## config.mk

```make
export PLATFORM = sky130hd
export DESIGN_NAME = dfs_topological_order
export DESIGN_NICKNAME = d
export VERILOG_FILES = /design/src/dfs_topo_pkg.sv /design/src/dfs_topo_ram.sv /design/src/dfs_topo_ctrl.sv /design/src/dfs_topo_dp.sv /design/src/dfs_topological_order.sv
export VERILOG_INCLUDE_DIRS = /design/src /design/src/src
export SDC_FILE = /design/constraint.sdc
export NUM_CORES = 1
export LEC_CHECK = 0
export BUFFER_PORTS_ARGS = -buffer_cell sky130_fd_sc_hd__buf_2
export CAP_MARGIN = 40
export CELL_PAD_IN_SITES_DETAIL_PLACEMENT = 0
export CELL_PAD_IN_SITES_GLOBAL_PLACEMENT = 2
export CORE_MARGIN = 2
export CORE_UTILIZATION = 40
export DETAILED_ROUTE_END_ITERATION = 8
export GPL_TIMING_DRIVEN = 0
export PLACE_DENSITY = 0.77
export RECOVER_POWER = 25
export SLEW_MARGIN = 30
export SYNTH_ARGS = -nofsm -noshare
export SYNTH_HDL_FRONTEND = slang
export SYNTH_SLANG_ARGS = --single-unit
```

## constraint.sdc

```tcl
create_clock -name clk -period 4.1 [get_ports clk]
set_clock_uncertainty 0.15 [all_clocks]
set_input_delay 0.82 -clock clk [delete_from_list [all_inputs] [get_ports clk]]
set_output_delay 0.82 -clock clk [all_outputs]
set_load 0.01 [all_outputs]
```

## src/dfs_topological_order_assert.svh

```systemverilog
// ----------------------------------------------------------------------------
// Assertion macros for the depth-first topological order block
// Shared concurrent assertion forms, clocked on clk and disabled in reset.
// ----------------------------------------------------------------------------
`ifndef DFS_TOPOLOGICAL_ORDER_ASSERT_SVH
`define DFS_TOPOLOGICAL_ORDER_ASSERT_SVH

// A condition that holds at every clock edge outside reset.
`define DFS_ASSERT_ALWAYS(label, expr, msg) \
	label: assert property (@(posedge clk) disable iff (!arst_n) (expr)) else $error(msg);

// A consequence that holds in the same cycle as its cause.
`define DFS_ASSERT_IMPLY(label, ante, cons, msg) \
	label: assert property (@(posedge clk) disable iff (!arst_n) (ante) |-> (cons)) \
		else $error(msg);

// A consequence that holds in the cycle after its cause.
`define DFS_ASSERT_NEXT(label, ante, cons, msg) \
	label: assert property (@(posedge clk) disable iff (!arst_n) (ante) |=> (cons)) \
		else $error(msg);

`endif

```

## src/dfs_topo_pkg.sv

```systemverilog
`timescale 1ns / 1ps
// ----------------------------------------------------------------------------
// dfs_topo_pkg
// Types, constants and helper functions shared by the topological order block.
// ----------------------------------------------------------------------------
package dfs_topo_pkg;

	localparam int NODE_W = 4;
	localparam int ROW_W  = 16;
	localparam int CFG_W  = 5;

	localparam logic [CFG_W-1:0] NODE_COUNT_RST = 5'd16;

	// Controller states.
	typedef enum logic [2:0] {
		ST_LOAD,
		ST_FIND,
		ST_READ,
		ST_EVAL,
		ST_EMIT
	} dfs_state_t;

	// Commands from the controller to the datapath.
	typedef struct packed {
		logic load_row;
		logic begin_walk;
		logic start_push;
		logic rd_issue;
		logic push;
		logic pop;
		logic emit_init;
		logic emit;
	} dfs_cmd_t;

	// Status from the datapath to the controller.
	typedef struct packed {
		logic row_in_range;
		logic row_is_last;
		logic start_found;
		logic cand_found;
		logic depth_one;
		logic emit_last;
		logic out_free;
	} dfs_stat_t;

	// Index of the lowest set bit; zero when no bit is set.
	function automatic logic [NODE_W-1:0] first_set(input logic [ROW_W-1:0] m);
		logic [NODE_W-1:0] r;
		r = '0;
		for (int i = ROW_W - 1; i >= 0; i--) begin
			if (m[i]) begin
				r = i[NODE_W-1:0];
			end
		end
		return r;
	endfunction

endpackage

```

## src/dfs_topo_ram.sv

```systemverilog
`timescale 1ns / 1ps
// ----------------------------------------------------------------------------
// dfs_topo_ram
// Generic single-write, single-read RAM with a registered read port.
// ----------------------------------------------------------------------------
module dfs_topo_ram #(
	parameter int WIDTH = 16,
	parameter int DEPTH = 16
) (
	input  logic                     clk,
	input  logic                     we,
	input  logic [$clog2(DEPTH)-1:0] waddr,
	input  logic [WIDTH-1:0]         wdata,
	input  logic                     re,
	input  logic [$clog2(DEPTH)-1:0] raddr,
	output logic [WIDTH-1:0]         rdata
);

	logic [WIDTH-1:0] mem_q [DEPTH];

	// Write port.
	always_ff @(posedge clk) begin
		if (we) begin
			mem_q[waddr] <= wdata;
		end
	end

	// Registered read port.
	always_ff @(posedge clk) begin
		if (re) begin
			rdata <= mem_q[raddr];
		end
	end

endmodule

```

## src/dfs_topo_ctrl.sv

```systemverilog
`timescale 1ns / 1ps
// ----------------------------------------------------------------------------
// dfs_topo_ctrl
// Controller for row loading, the depth-first walk and the result output.
// ----------------------------------------------------------------------------
`include "dfs_topological_order_assert.svh"

module dfs_topo_ctrl
	import dfs_topo_pkg::*;
(
	input  logic      clk,
	input  logic      arst_n,
	input  logic      s_tvalid,
	output logic      s_tready,
	input  dfs_stat_t stat,
	output dfs_cmd_t  cmd
);

	dfs_state_t state_q, state_d;

	// State register.
	always_ff @(posedge clk or negedge arst_n) begin
		if (!arst_n) begin
			state_q <= ST_LOAD;
		end else begin
			state_q <= state_d;
		end
	end

	// Next state and commands.
	always_comb begin
		state_d  = state_q;
		cmd      = '0;
		s_tready = 1'b0;
		unique case (state_q)
			ST_LOAD: begin
				s_tready = 1'b1;
				if (s_tvalid && stat.row_in_range) begin
					cmd.load_row = 1'b1;
					if (stat.row_is_last) begin
						cmd.begin_walk = 1'b1;
						state_d        = ST_FIND;
					end
				end
			end
			ST_FIND: begin
				if (stat.start_found) begin
					cmd.start_push = 1'b1;
					state_d        = ST_READ;
				end else begin
					cmd.emit_init = 1'b1;
					state_d       = ST_EMIT;
				end
			end
			ST_READ: begin
				cmd.rd_issue = 1'b1;
				state_d      = ST_EVAL;
			end
			ST_EVAL: begin
				if (stat.cand_found) begin
					cmd.push = 1'b1;
					state_d  = ST_READ;
				end else begin
					cmd.pop = 1'b1;
					state_d = stat.depth_one ? ST_FIND : ST_READ;
				end
			end
			ST_EMIT: begin
				if (stat.out_free) begin
					cmd.emit = 1'b1;
					if (stat.emit_last) begin
						state_d = ST_LOAD;
					end
				end
			end
			default: begin
				state_d = ST_LOAD;
			end
		endcase
	end

	// The adjacency data is only evaluated in the cycle after its read.
	`DFS_ASSERT_IMPLY(a_eval_after_read, state_q == ST_EVAL, $past(state_q) == ST_READ, "eval without read")
	// A walk only starts from an accepted word.
	`DFS_ASSERT_IMPLY(a_walk_on_accept, cmd.begin_walk, s_tvalid && s_tready, "walk without word")
	// After the final result is loaded the block returns to loading rows.
	`DFS_ASSERT_NEXT(a_emit_done, cmd.emit && stat.emit_last, state_q == ST_LOAD, "emit did not end")

endmodule

```

## src/dfs_topo_dp.sv

```systemverilog
`timescale 1ns / 1ps
// ----------------------------------------------------------------------------
// dfs_topo_dp
// Datapath: adjacency RAM, visited marks, walk stack, finished order and
// the output register.
// ----------------------------------------------------------------------------
`include "dfs_topological_order_assert.svh"

module dfs_topo_dp
	import dfs_topo_pkg::*;
#(
	parameter int NODES = 16
) (
	input  logic              clk,
	input  logic              arst_n,
	input  logic              cfg_wen,
	input  logic [CFG_W-1:0]  cfg_wdata,
	input  logic [NODE_W-1:0] row_index,
	input  logic [ROW_W-1:0]  row_edges,
	input  dfs_cmd_t          cmd,
	output dfs_stat_t         stat,
	output logic              out_valid,
	input  logic              out_ready,
	output logic [NODE_W-1:0] node_id,
	output logic              last_node
);

	localparam int SW = $clog2(NODES);
	localparam int CW = $clog2(NODES + 1);

	logic [CFG_W-1:0]  node_count_q;
	logic [CFG_W-1:0]  n_eff;
	logic [ROW_W-1:0]  live;
	logic [ROW_W-1:0]  visited_q;
	logic [CW-1:0]     depth_q;
	logic [CW-1:0]     depth_m1;
	logic [CW-1:0]     fin_cnt_q;
	logic [CW-1:0]     emit_q;
	logic              out_valid_q;
	logic [NODE_W-1:0] node_id_q;
	logic              last_node_q;
	logic [NODE_W-1:0] path_q [NODES];
	logic [NODE_W-1:0] fin_q [NODES];
	logic [NODE_W-1:0] top_node;
	logic [ROW_W-1:0]  rd_row;
	logic [ROW_W-1:0]  unvisited;
	logic [ROW_W-1:0]  cand;
	logic [NODE_W-1:0] start_node;
	logic [NODE_W-1:0] cand_node;
	logic              push_room;
	logic              fin_room;

	// Node count register.
	always_ff @(posedge clk or negedge arst_n) begin
		if (!arst_n) begin
			node_count_q <= NODE_COUNT_RST;
		end else if (cfg_wen) begin
			node_count_q <= cfg_wdata;
		end
	end

	// Effective node count: zero acts as one, capped at the storage depth.
	always_comb begin
		n_eff = node_count_q;
		if (n_eff == '0) begin
			n_eff = CFG_W'(1);
		end
		if (n_eff > CFG_W'(NODES)) begin
			n_eff = CFG_W'(NODES);
		end
	end

	// Mask of the nodes in use.
	always_comb begin
		for (int j = 0; j < ROW_W; j++) begin
			live[j] = (CFG_W'(j) < n_eff);
		end
	end

	// Adjacency rows.
	dfs_topo_ram #(
		.WIDTH(ROW_W),
		.DEPTH(NODES)
	) u_adj_ram (
		.clk  (clk),
		.we   (cmd.load_row),
		.waddr(row_index[SW-1:0]),
		.wdata(row_edges),
		.re   (cmd.rd_issue),
		.raddr(top_node[SW-1:0]),
		.rdata(rd_row)
	);

	// Stack top, start search and neighbor search.
	assign depth_m1   = depth_q - CW'(1);
	assign top_node   = path_q[depth_m1[SW-1:0]];
	assign unvisited  = live & ~visited_q;
	assign start_node = first_set(unvisited);
	assign cand       = rd_row & live & ~visited_q;
	assign cand_node  = first_set(cand);
	assign push_room  = CFG_W'(depth_q) < n_eff;
	assign fin_room   = CFG_W'(fin_cnt_q) < n_eff;

	// Status to the controller.
	always_comb begin
		stat.row_in_range = {1'b0, row_index} < n_eff;
		stat.row_is_last  = {1'b0, row_index} == (n_eff - CFG_W'(1));
		stat.start_found  = |unvisited;
		stat.cand_found   = |cand;
		stat.depth_one    = depth_q == CW'(1);
		stat.emit_last    = emit_q == '0;
		stat.out_free     = !out_valid_q || out_ready;
	end

	// Walk control registers.
	always_ff @(posedge clk or negedge arst_n) begin
		if (!arst_n) begin
			visited_q <= '0;
			depth_q   <= '0;
			fin_cnt_q <= '0;
			emit_q    <= '0;
		end else begin
			if (cmd.begin_walk) begin
				visited_q <= '0;
				depth_q   <= '0;
				fin_cnt_q <= '0;
			end
			if (cmd.start_push) begin
				visited_q <= visited_q | (ROW_W'(1) << start_node);
				depth_q   <= CW'(1);
			end
			if (cmd.push) begin
				visited_q <= visited_q | (ROW_W'(1) << cand_node);
				if (push_room) begin
					depth_q <= depth_q + CW'(1);
				end
			end
			if (cmd.pop) begin
				depth_q <= depth_m1;
				if (fin_room) begin
					fin_cnt_q <= fin_cnt_q + CW'(1);
				end
			end
			if (cmd.emit_init) begin
				emit_q <= fin_cnt_q - CW'(1);
			end else if (cmd.emit) begin
				emit_q <= emit_q - CW'(1);
			end
		end
	end

	// Walk stack and finished order storage.
	always_ff @(posedge clk) begin
		if (cmd.start_push) begin
			path_q[0] <= start_node;
		end
		if (cmd.push && push_room) begin
			path_q[depth_q[SW-1:0]] <= cand_node;
		end
		if (cmd.pop && fin_room) begin
			fin_q[fin_cnt_q[SW-1:0]] <= top_node;
		end
	end

	// Output register valid.
	always_ff @(posedge clk or negedge arst_n) begin
		if (!arst_n) begin
			out_valid_q <= 1'b0;
		end else if (cmd.emit) begin
			out_valid_q <= 1'b1;
		end else if (out_ready) begin
			out_valid_q <= 1'b0;
		end
	end

	// Output register payload, finished nodes taken newest first.
	always_ff @(posedge clk) begin
		if (cmd.emit) begin
			node_id_q   <= fin_q[emit_q[SW-1:0]];
			last_node_q <= (emit_q == '0);
		end
	end

	assign out_valid = out_valid_q;
	assign node_id   = node_id_q;
	assign last_node = last_node_q;

	// The stack never grows beyond the number of nodes.
	`DFS_ASSERT_ALWAYS(a_depth_bound, depth_q <= CW'(NODES), "stack depth out of range")
	// Every visited node is either on the stack or finished.
	`DFS_ASSERT_ALWAYS(a_visit_balance, $countones(visited_q) == (32'(depth_q) + 32'(fin_cnt_q)), "visited count mismatch")
	// A result is only loaded into a free output register.
	`DFS_ASSERT_IMPLY(a_emit_free, cmd.emit, !out_valid_q || out_ready, "output overwritten")

endmodule

```

## src/dfs_topological_order.sv

```systemverilog
`timescale 1ns / 1ps
// ----------------------------------------------------------------------------
// dfs_topological_order
// Depth-first topological order of a directed graph loaded as adjacency rows.
// ----------------------------------------------------------------------------
// Rows are taken one word per cycle; a row whose index is at or above the node
// count is dropped. The row of the last node in use starts a depth-first walk,
// during which no row is accepted. The walk takes each start node in ST_FIND,
// then alternates ST_READ, a registered read of the adjacency row at the stack
// top, and ST_EVAL, which pushes an unvisited neighbor or pops the top node;
// ST_FIND with no start node left closes the walk. The reverse postorder then
// leaves through an output register, one node per cycle while m_tready is
// high, with tlast on the final node.
// The next row is accepted while that final node still waits to be taken.
module dfs_topological_order
	import dfs_topo_pkg::*;
#(
	parameter int MAX_NODES = 16
) (
	input  logic        clk,
	input  logic        arst_n,
	input  logic        cfg_wen,
	input  logic [4:0]  cfg_wdata, // node_count
	input  logic        s_tvalid,
	output logic        s_tready,
	input  logic [23:0] s_tdata,   // row_index [3:0], row_edges [19:4], zero [23:20]
	output logic        m_tvalid,
	input  logic        m_tready,
	output logic [7:0]  m_tdata,   // node_id [3:0], zero [7:4]
	output logic        m_tlast    // last_node
);

	localparam int NODES = (MAX_NODES < ROW_W) ? MAX_NODES : ROW_W;

	dfs_cmd_t          cmd;
	dfs_stat_t         stat;
	logic [NODE_W-1:0] node_id;

	// Controller.
	dfs_topo_ctrl u_ctrl (
		.clk     (clk),
		.arst_n  (arst_n),
		.s_tvalid(s_tvalid),
		.s_tready(s_tready),
		.stat    (stat),
		.cmd     (cmd)
	);

	// Datapath.
	dfs_topo_dp #(
		.NODES(NODES)
	) u_dp (
		.clk      (clk),
		.arst_n   (arst_n),
		.cfg_wen  (cfg_wen),
		.cfg_wdata(cfg_wdata),
		.row_index(s_tdata[NODE_W-1:0]),
		.row_edges(s_tdata[NODE_W+ROW_W-1:NODE_W]),
		.cmd      (cmd),
		.stat     (stat),
		.out_valid(m_tvalid),
		.out_ready(m_tready),
		.node_id  (node_id),
		.last_node(m_tlast)
	);

	// Result word packing.
	assign m_tdata = {4'b0000, node_id};

endmodule
```

==> results of run 1 <==
==> registers in the layout (all words and copies together), names as in the netlist <==
register	cells
u_dp.u_adj_ram.mem_q	256
u_dp.fin_cnt_q	5
u_dp.node_count_q	5
u_dp.last_node	1
u_dp.visited_q	16
u_ctrl.state_q	3
u_dp.out_valid	1
u_dp.node_id	4
u_dp.path_q	64
u_dp.u_adj_ram.rdata	16
u_dp.depth_q	5
u_dp.fin_q	64
u_dp.emit_q	5
==> per-layer routing <==
layer  vias to the layer above  GRT usage  wire, um
li1                       5389          -         -
met1                      5906      0.273     22000
met2                       336      0.301     22300
met3                        80     0.0325      2580
met4                         4     0.0560      1050
met5                         -          0        27
==> layout by cell type, fill, tap and decap left out, types with 10 or more instances in the layout <==
cell type / instances
edfxtp_1: 405
nand2_1: 83
mux2i_1: 68
a21oi_1: 48
clkbuf_16: 47
nor2_1: 41
nor2b_1: 41
clkbuf_1: 38
mux4_2: 38
dfrtp_1: 38
mux2_2: 37
buf_2: 36
a211oi_1: 36
buf_4: 35
buf_6: 34
o211ai_1: 33
o21ai_0: 28
nor2_2: 20
ha_1: 20
nor3_1: 18
nand3_1: 17
inv_1: 14
a21oi_2: 13
a211oi_2: 13
nand2b_1: 11
clkinv_2: 11
clkinv_1: 11
clkbuf_2: 10
nand3_2: 10
==> metrics by stage <==
step                instance area [um2]  hold WS (ps)  TNS, ps  instances  setup slack [ps]
global placement                  20400           323  -450660       1952             -1810
CTS                               22700           289    -61.5       2072             -17.8
floorplan                         19400           301        0       1301              38.2
finish                            23100           312        0       2092              88.9
global route                      23100           311    -1170       2092             -48.4
detailed placement                20700           326  -247010       1970             -1210
==> final cells by class <==
cell class | count | area, um2 | area share
Inverter | 17 | 70.1 | 0.00303
Tap cell | 615 | 769 | 0.0333
Clock inverter | 33 | 302 | 0.0130
Multi-Input combinational cell | 767 | 6430 | 0.278
Timing Repair Buffer | 89 | 682 | 0.0295
Buffer | 72 | 510 | 0.0221
Antenna cell | 1 | 2.50 | 0.000108
Sequential cell | 445 | 13200 | 0.569
Clock buffer | 53 | 1200 | 0.0518
==> cells by family after synthesis <==
logic type | Yosys count | share of synthesized area
other | 1 | 0.000193
adder cells (fa/ha/maj) | 22 | 0.0142
XOR/XNOR | 13 | 0.00587
AND/OR/NAND/NOR | 315 | 0.0811
buffers and inverters | 90 | 0.0224
multiplexers | 146 | 0.102
flip-flops | 445 | 0.678
AO/OA/AOI/OAI | 266 | 0.0954
==> final timing paths <==
check	end	from	slack [ps]
setup / recovery	u_dp.u_adj_ram.rdata[10]	u_dp.depth_q[0]	90
hold / removal	u_dp.node_count_q[4]	cfg_wdata[4]	310
setup reg to reg	u_dp.u_adj_ram.rdata[10]	u_dp.depth_q[0]	90
hold reg to reg	u_dp.visited_q[4]	u_dp.visited_q[4]	330
max in group asynchronous	u_dp.node_count_q[4]	arst_n	2710
min in group asynchronous	u_dp.emit_q[3]	arst_n	540
==> worst min-delay path, delay by kind of cell <==
family,cells,cell delay [ps]
buf+inv,1,80
simple gates,1,40
compound gates,1,60
==> timing repair <==
action	in CTS	in global routing
endpoints found under the setup margin	504	216
hold endpoints to repair	14	0
hold buffers	1	0
pin swaps	9	27
setup buffers	15	13
gates resized for setup	95	81
cloned	1	0
==> run summary, run 1 <==
crit share post-route -> 0.978
peak fanout along the critical path -> 25
critical path class -> reg -> reg
row count -> 80
pin count of the biggest net entering global routing -> 27
Final Slew Violations -> 0
Mapped Avg Cell Area -> 14.9 um2
GRT overflow -> 0
Most common cell on crit path -> buf_6
unique cell type count in the Yosys netlist -> 77
initial antenna violation count -> 5
crit path buf inv count -> 9
die height -> 224 um
Worst path max stage delay -> 590 ps
1st-iter DRT viols -> 1,094
Die ar. -> 50,300 um2
maximum clock insertion buffer count -> 3
Post-Route Utilization -> 0.483
area share of the largest cell type after synthesis -> 0.627
Die W -> 224 um
fmax -> 0.249 GHz
hold crit path type -> in -> reg
final wirelength -> 48,000 um
most instantiated cells after synthesis -> 405 x edfxtp_1, 89 x nand2_1, 70 x mux2i_1, 67 x nor2_1, 63 x a21oi_1
CP Depth -> 14
Tmin final -> 4010 ps
final setup vio count -> 0
main flop type after synthesis -> edfxtp_1
GPL Wtd Cong -> 0.820
Crit-path slowest cell -> mux4_2
fillers -> 4,172
initial core utilization -> 0.406
# DRC -> 0
DR pass1 iterations -> 6
CP Launch Type -> flip-flop
Slew @ Worst Pin -> 905 ps
crit-path cells -> buf_6 > buf_12 > buf_8 > inv_1 > ha_1 > clkbuf_8 > buf_12 > mux4_2 > mux4_2 > buf_6 > buf_4 > buf_6 > o211ai_1 > nand3_2
most frequent cell after synthesis -> edfxtp_1
H-tree Lvls -> 2
CP Data Arrival Time -> 4150 ps
fraction of layout cells with a size suffix above 1 -> 0.268
endpoint class of the critical path -> flip-flop
Vias -> 11,715
run status -> finished, final reports clean
Slew headroom -> 0.397
total CTS buffers -> 47
Root Driver -> clkbuf_16
Synthesis Warnings -> 0
Syn Inst Count -> 1,298
vias per inst -> 5.60
Wirelength per Cell -> 22.9 um
asr flop ratio synth -> 0.0899
Post-Syn Area -> 19,400 um2
vias in the first global route -> 11,511
clock sink count -> 445
global-route wire length before repair -> 71,500 um
dpl hpwl -> 33,100 um
r2r worst-path depth -> 14
area leader, netlist -> edfxtp_1
Core Region -> 47,800 um2
unrepaired setup endpoints after global routing -> yes
sequential-to-total area share from yosys stat -> 0.678
Overall Global Routing Usage -> 0.191
Area growth, synth to finish -> 19.2%
I/O pin count -> 45
required time of the critical path -> 4240 ps
Fin. Hold Viols -> 0
Max Cap Viol -> 0
antenna viol nets, final -> 0
IO Port Bufs -> 36
CTS tree -> done
clock-pin slew on the worst setup and hold paths -> 60 ps
Net count, final -> 1,495
hold depth -> 3
critical path's top delay family -> buffers and inverters
number of synthesized flops with an enable pin -> 405
Yosys reg bits -> 445
Clock Latency Late Sink -> 590 ps
largest cells by area after synthesis -> edfxtp_1 63%, dfrtp_1 5.0%, mux4_2 4.4%
Power of run 1 is left out: the tool's default activity adds up to more than one toggle a clock period on the data nets, which glitch-free logic cannot reach.
==> run 2, diff against run 1 <==
--- a/config.mk
+++ b/config.mk
@@ -10,11 +10,12 @@
 export CAP_MARGIN = 40
 export CELL_PAD_IN_SITES_DETAIL_PLACEMENT = 0
 export CELL_PAD_IN_SITES_GLOBAL_PLACEMENT = 2
+export CORE_ASPECT_RATIO = 0.9
 export CORE_MARGIN = 2
 export CORE_UTILIZATION = 40
 export DETAILED_ROUTE_END_ITERATION = 8
 export GPL_TIMING_DRIVEN = 0
-export PLACE_DENSITY = 0.77
+export PLACE_DENSITY = 0.74
 export RECOVER_POWER = 25
 export SLEW_MARGIN = 30
 export SYNTH_ARGS = -nofsm -noshare
==> constraint.sdc (replaced) <==
create_clock -name clk -period 5.15 [get_ports clk]
set_clock_uncertainty 0.15 [all_clocks]
set_input_delay 1.03 -clock clk [delete_from_list [all_inputs] [get_ports clk]]
set_output_delay 1.03 -clock clk [all_outputs]
set_load 0.01 [all_outputs]
==> run summary, run 2 (synthesis results as in run 1) <==
GPL Wtd Cong -> 0.827 (+0.87%)
Die ar. -> 50,300 um2 (about the same)
pin count of the biggest net entering global routing -> 26 (-3.7%)
final wirelength -> 47,600 um (-0.68%)
CP Data Arrival Time -> 5010 ps (+860 ps)
max reg flops -> 256 (unchanged)
antenna viol nets, final -> 0 (unchanged)
Overall Global Routing Usage -> 0.194 (+0.00308)
total CTS buffers -> 47 (unchanged)
CTS tree -> done
Net count, final -> 1,481 (-0.94%)
origin of the critical flop-to-flop path -> u_dp.depth_q[0]
clock-pin slew on the worst setup and hold paths -> 60 ps (about the same)
1st-iter DRT viols -> 1,090 (-0.37%)
vias in the first global route -> 11,497 (-0.12%)
fmax -> 0.203 GHz (-19%)
most frequent cells in the layout -> 405 x edfxtp_1, 89 x nand2_1, 69 x mux2i_1
Die W -> 236 um (+5.3%)
commonest non-fill, non-tap cell in the layout -> edfxtp_1
Slew @ Worst Pin -> 1280 ps (+375 ps)
clock sink count -> 445 (unchanged)
DR pass1 iterations -> 5 (-1)
Tmin final -> 4930 ps (+918 ps)
GRT overflow -> 0 (unchanged)
M2 GR Usage -> 0.295 (-0.00545)
fraction of layout cells with a size suffix above 1 -> 0.198 (-0.0697)
# DRC -> 0 (unchanged)
hold_sp -> u_dp.visited_q[5]
Clock Latency Late Sink -> 580 ps (about the same)
fillers -> 4,230 (+1.4%)
hold crit path type -> reg -> reg
I/O pin count -> 45 (unchanged)
final setup vio count -> 0 (unchanged)
dpl hpwl -> 34,400 um (+4.1%)
initial antenna violation count -> 1 (-4)
Core Region -> 47,900 um2 (+0.17%)
critical path class -> reg -> reg
Top reg by flops -> u_dp.u_adj_ram.mem_q
global-route wire length before repair -> 72,800 um (+1.9%)
global route hottest layer -> met2
row count -> 76 (-5.0%)
initial core utilization -> 0.405 (-0.000678)
met3 Track Usage GR -> 0.0279 (-0.00460)
Max Cap Viol -> 0 (unchanged)
# diodes -> 0 (-1)
Wirelength per Cell -> 22.9 um (-0.30%)
GR Layer Usage met1 -> 0.290 (+0.0176)
peak fanout along the critical path -> 25 (unchanged)
IO Port Bufs -> 36 (unchanged)
Worst Setup SP -> u_dp.depth_q[0]
unrepaired setup endpoints after global routing -> no
multi-input logic area -> 5940 um2 (-7.6%)
Fin Hold WS -> 345 ps (+33.9 ps)
crit share post-route -> 0.957 (-0.0212)
Vias -> 11,505 (-1.8%)
Slew headroom -> 0.147 (-0.250)
Storage cell area -> 13,200 um2 (about the same)
required time of the critical path -> 5230 ps (+990 ps)
hold bufs inserted after CTS -> 0 (-1)
die height -> 213 um (-5.0%)
endpoint class of the critical path -> flip-flop
run status -> finished, final reports clean
Final Slew Violations -> 0 (unchanged)
Area growth, synth to finish -> 15.2%
Fin. Hold Viols -> 0 (unchanged)
H-tree Lvls -> 2 (unchanged)
CP Launch Type -> flip-flop
Root Driver -> clkbuf_16
vias per inst -> 5.52 (-1.4%)
maximum clock insertion buffer count -> 3 (unchanged)
run 2: per-layer routing:
metal / vias to the layer above / part of all wire
met1: 5767 / 0.48
met2: 319 / 0.44
li1: 5353 / -
met3: 66 / 0.051
met5: - / 0
met4: 0 / 0.022
run 2: worst paths after layout:
kind / endpoint / slack [ps] / cells past startpoint
max reg2reg: u_dp.u_adj_ram.rdata[11] / 220 / 14
min reg2reg: u_dp.visited_q[5] / 350 / 2
min: u_dp.visited_q[5] / 350 / 2
max in group asynchronous: u_dp.visited_q[11] / 3520 / 1
min in group asynchronous: u_dp.visited_q[4] / 570 / 1
max: u_dp.u_adj_ram.rdata[11] / 220 / 14
run 2: repair_timing:
item	CTS	global route
buffers inserted	0	6
setup endpoints to repair	58	31
gates resized for setup	7	7
run 2: worst max-delay path, cell delays in order (launching register included):
cell and delay (ps):
dfrtp_1 390, buf_4 240, buf_6 220, buf_6 170, inv_1 80, ha_1 270, clkbuf_2 300, clkbuf_4 330
mux4_2 350, mux4_2 580, buf_2 240, buf_2 240, buf_2 330, o211ai_1 380, nand3_1 290
run 2: metrics by stage:
stage                     TNS [ps]  area (um2)  std cells  setup WS, ps  utilization
after global routing             0       22400       2084          55.7        0.466
final                            0       22400       2084           221        0.466
after CTS                        0       22300       2074          2.94        0.465
after global placement      -95050       20400       1961         -1020        0.425
after detailed placement    -12280       20700       1991          -364        0.433
after floorplan                  0       19400       1301           982            -
run 2: final cells by class:
cell class / instances / area share
Clock inverter: 24 / 0.0104
Multi-Input combinational cell: 766 / 0.266
Tap cell: 624 / 0.0349
Inverter: 17 / 0.00319
Timing Repair Buffer: 76 / 0.0237
Clock buffer: 60 / 0.0566
Sequential cell: 445 / 0.589
Buffer: 72 / 0.0166
Power of run 2 is left out for the same reason.
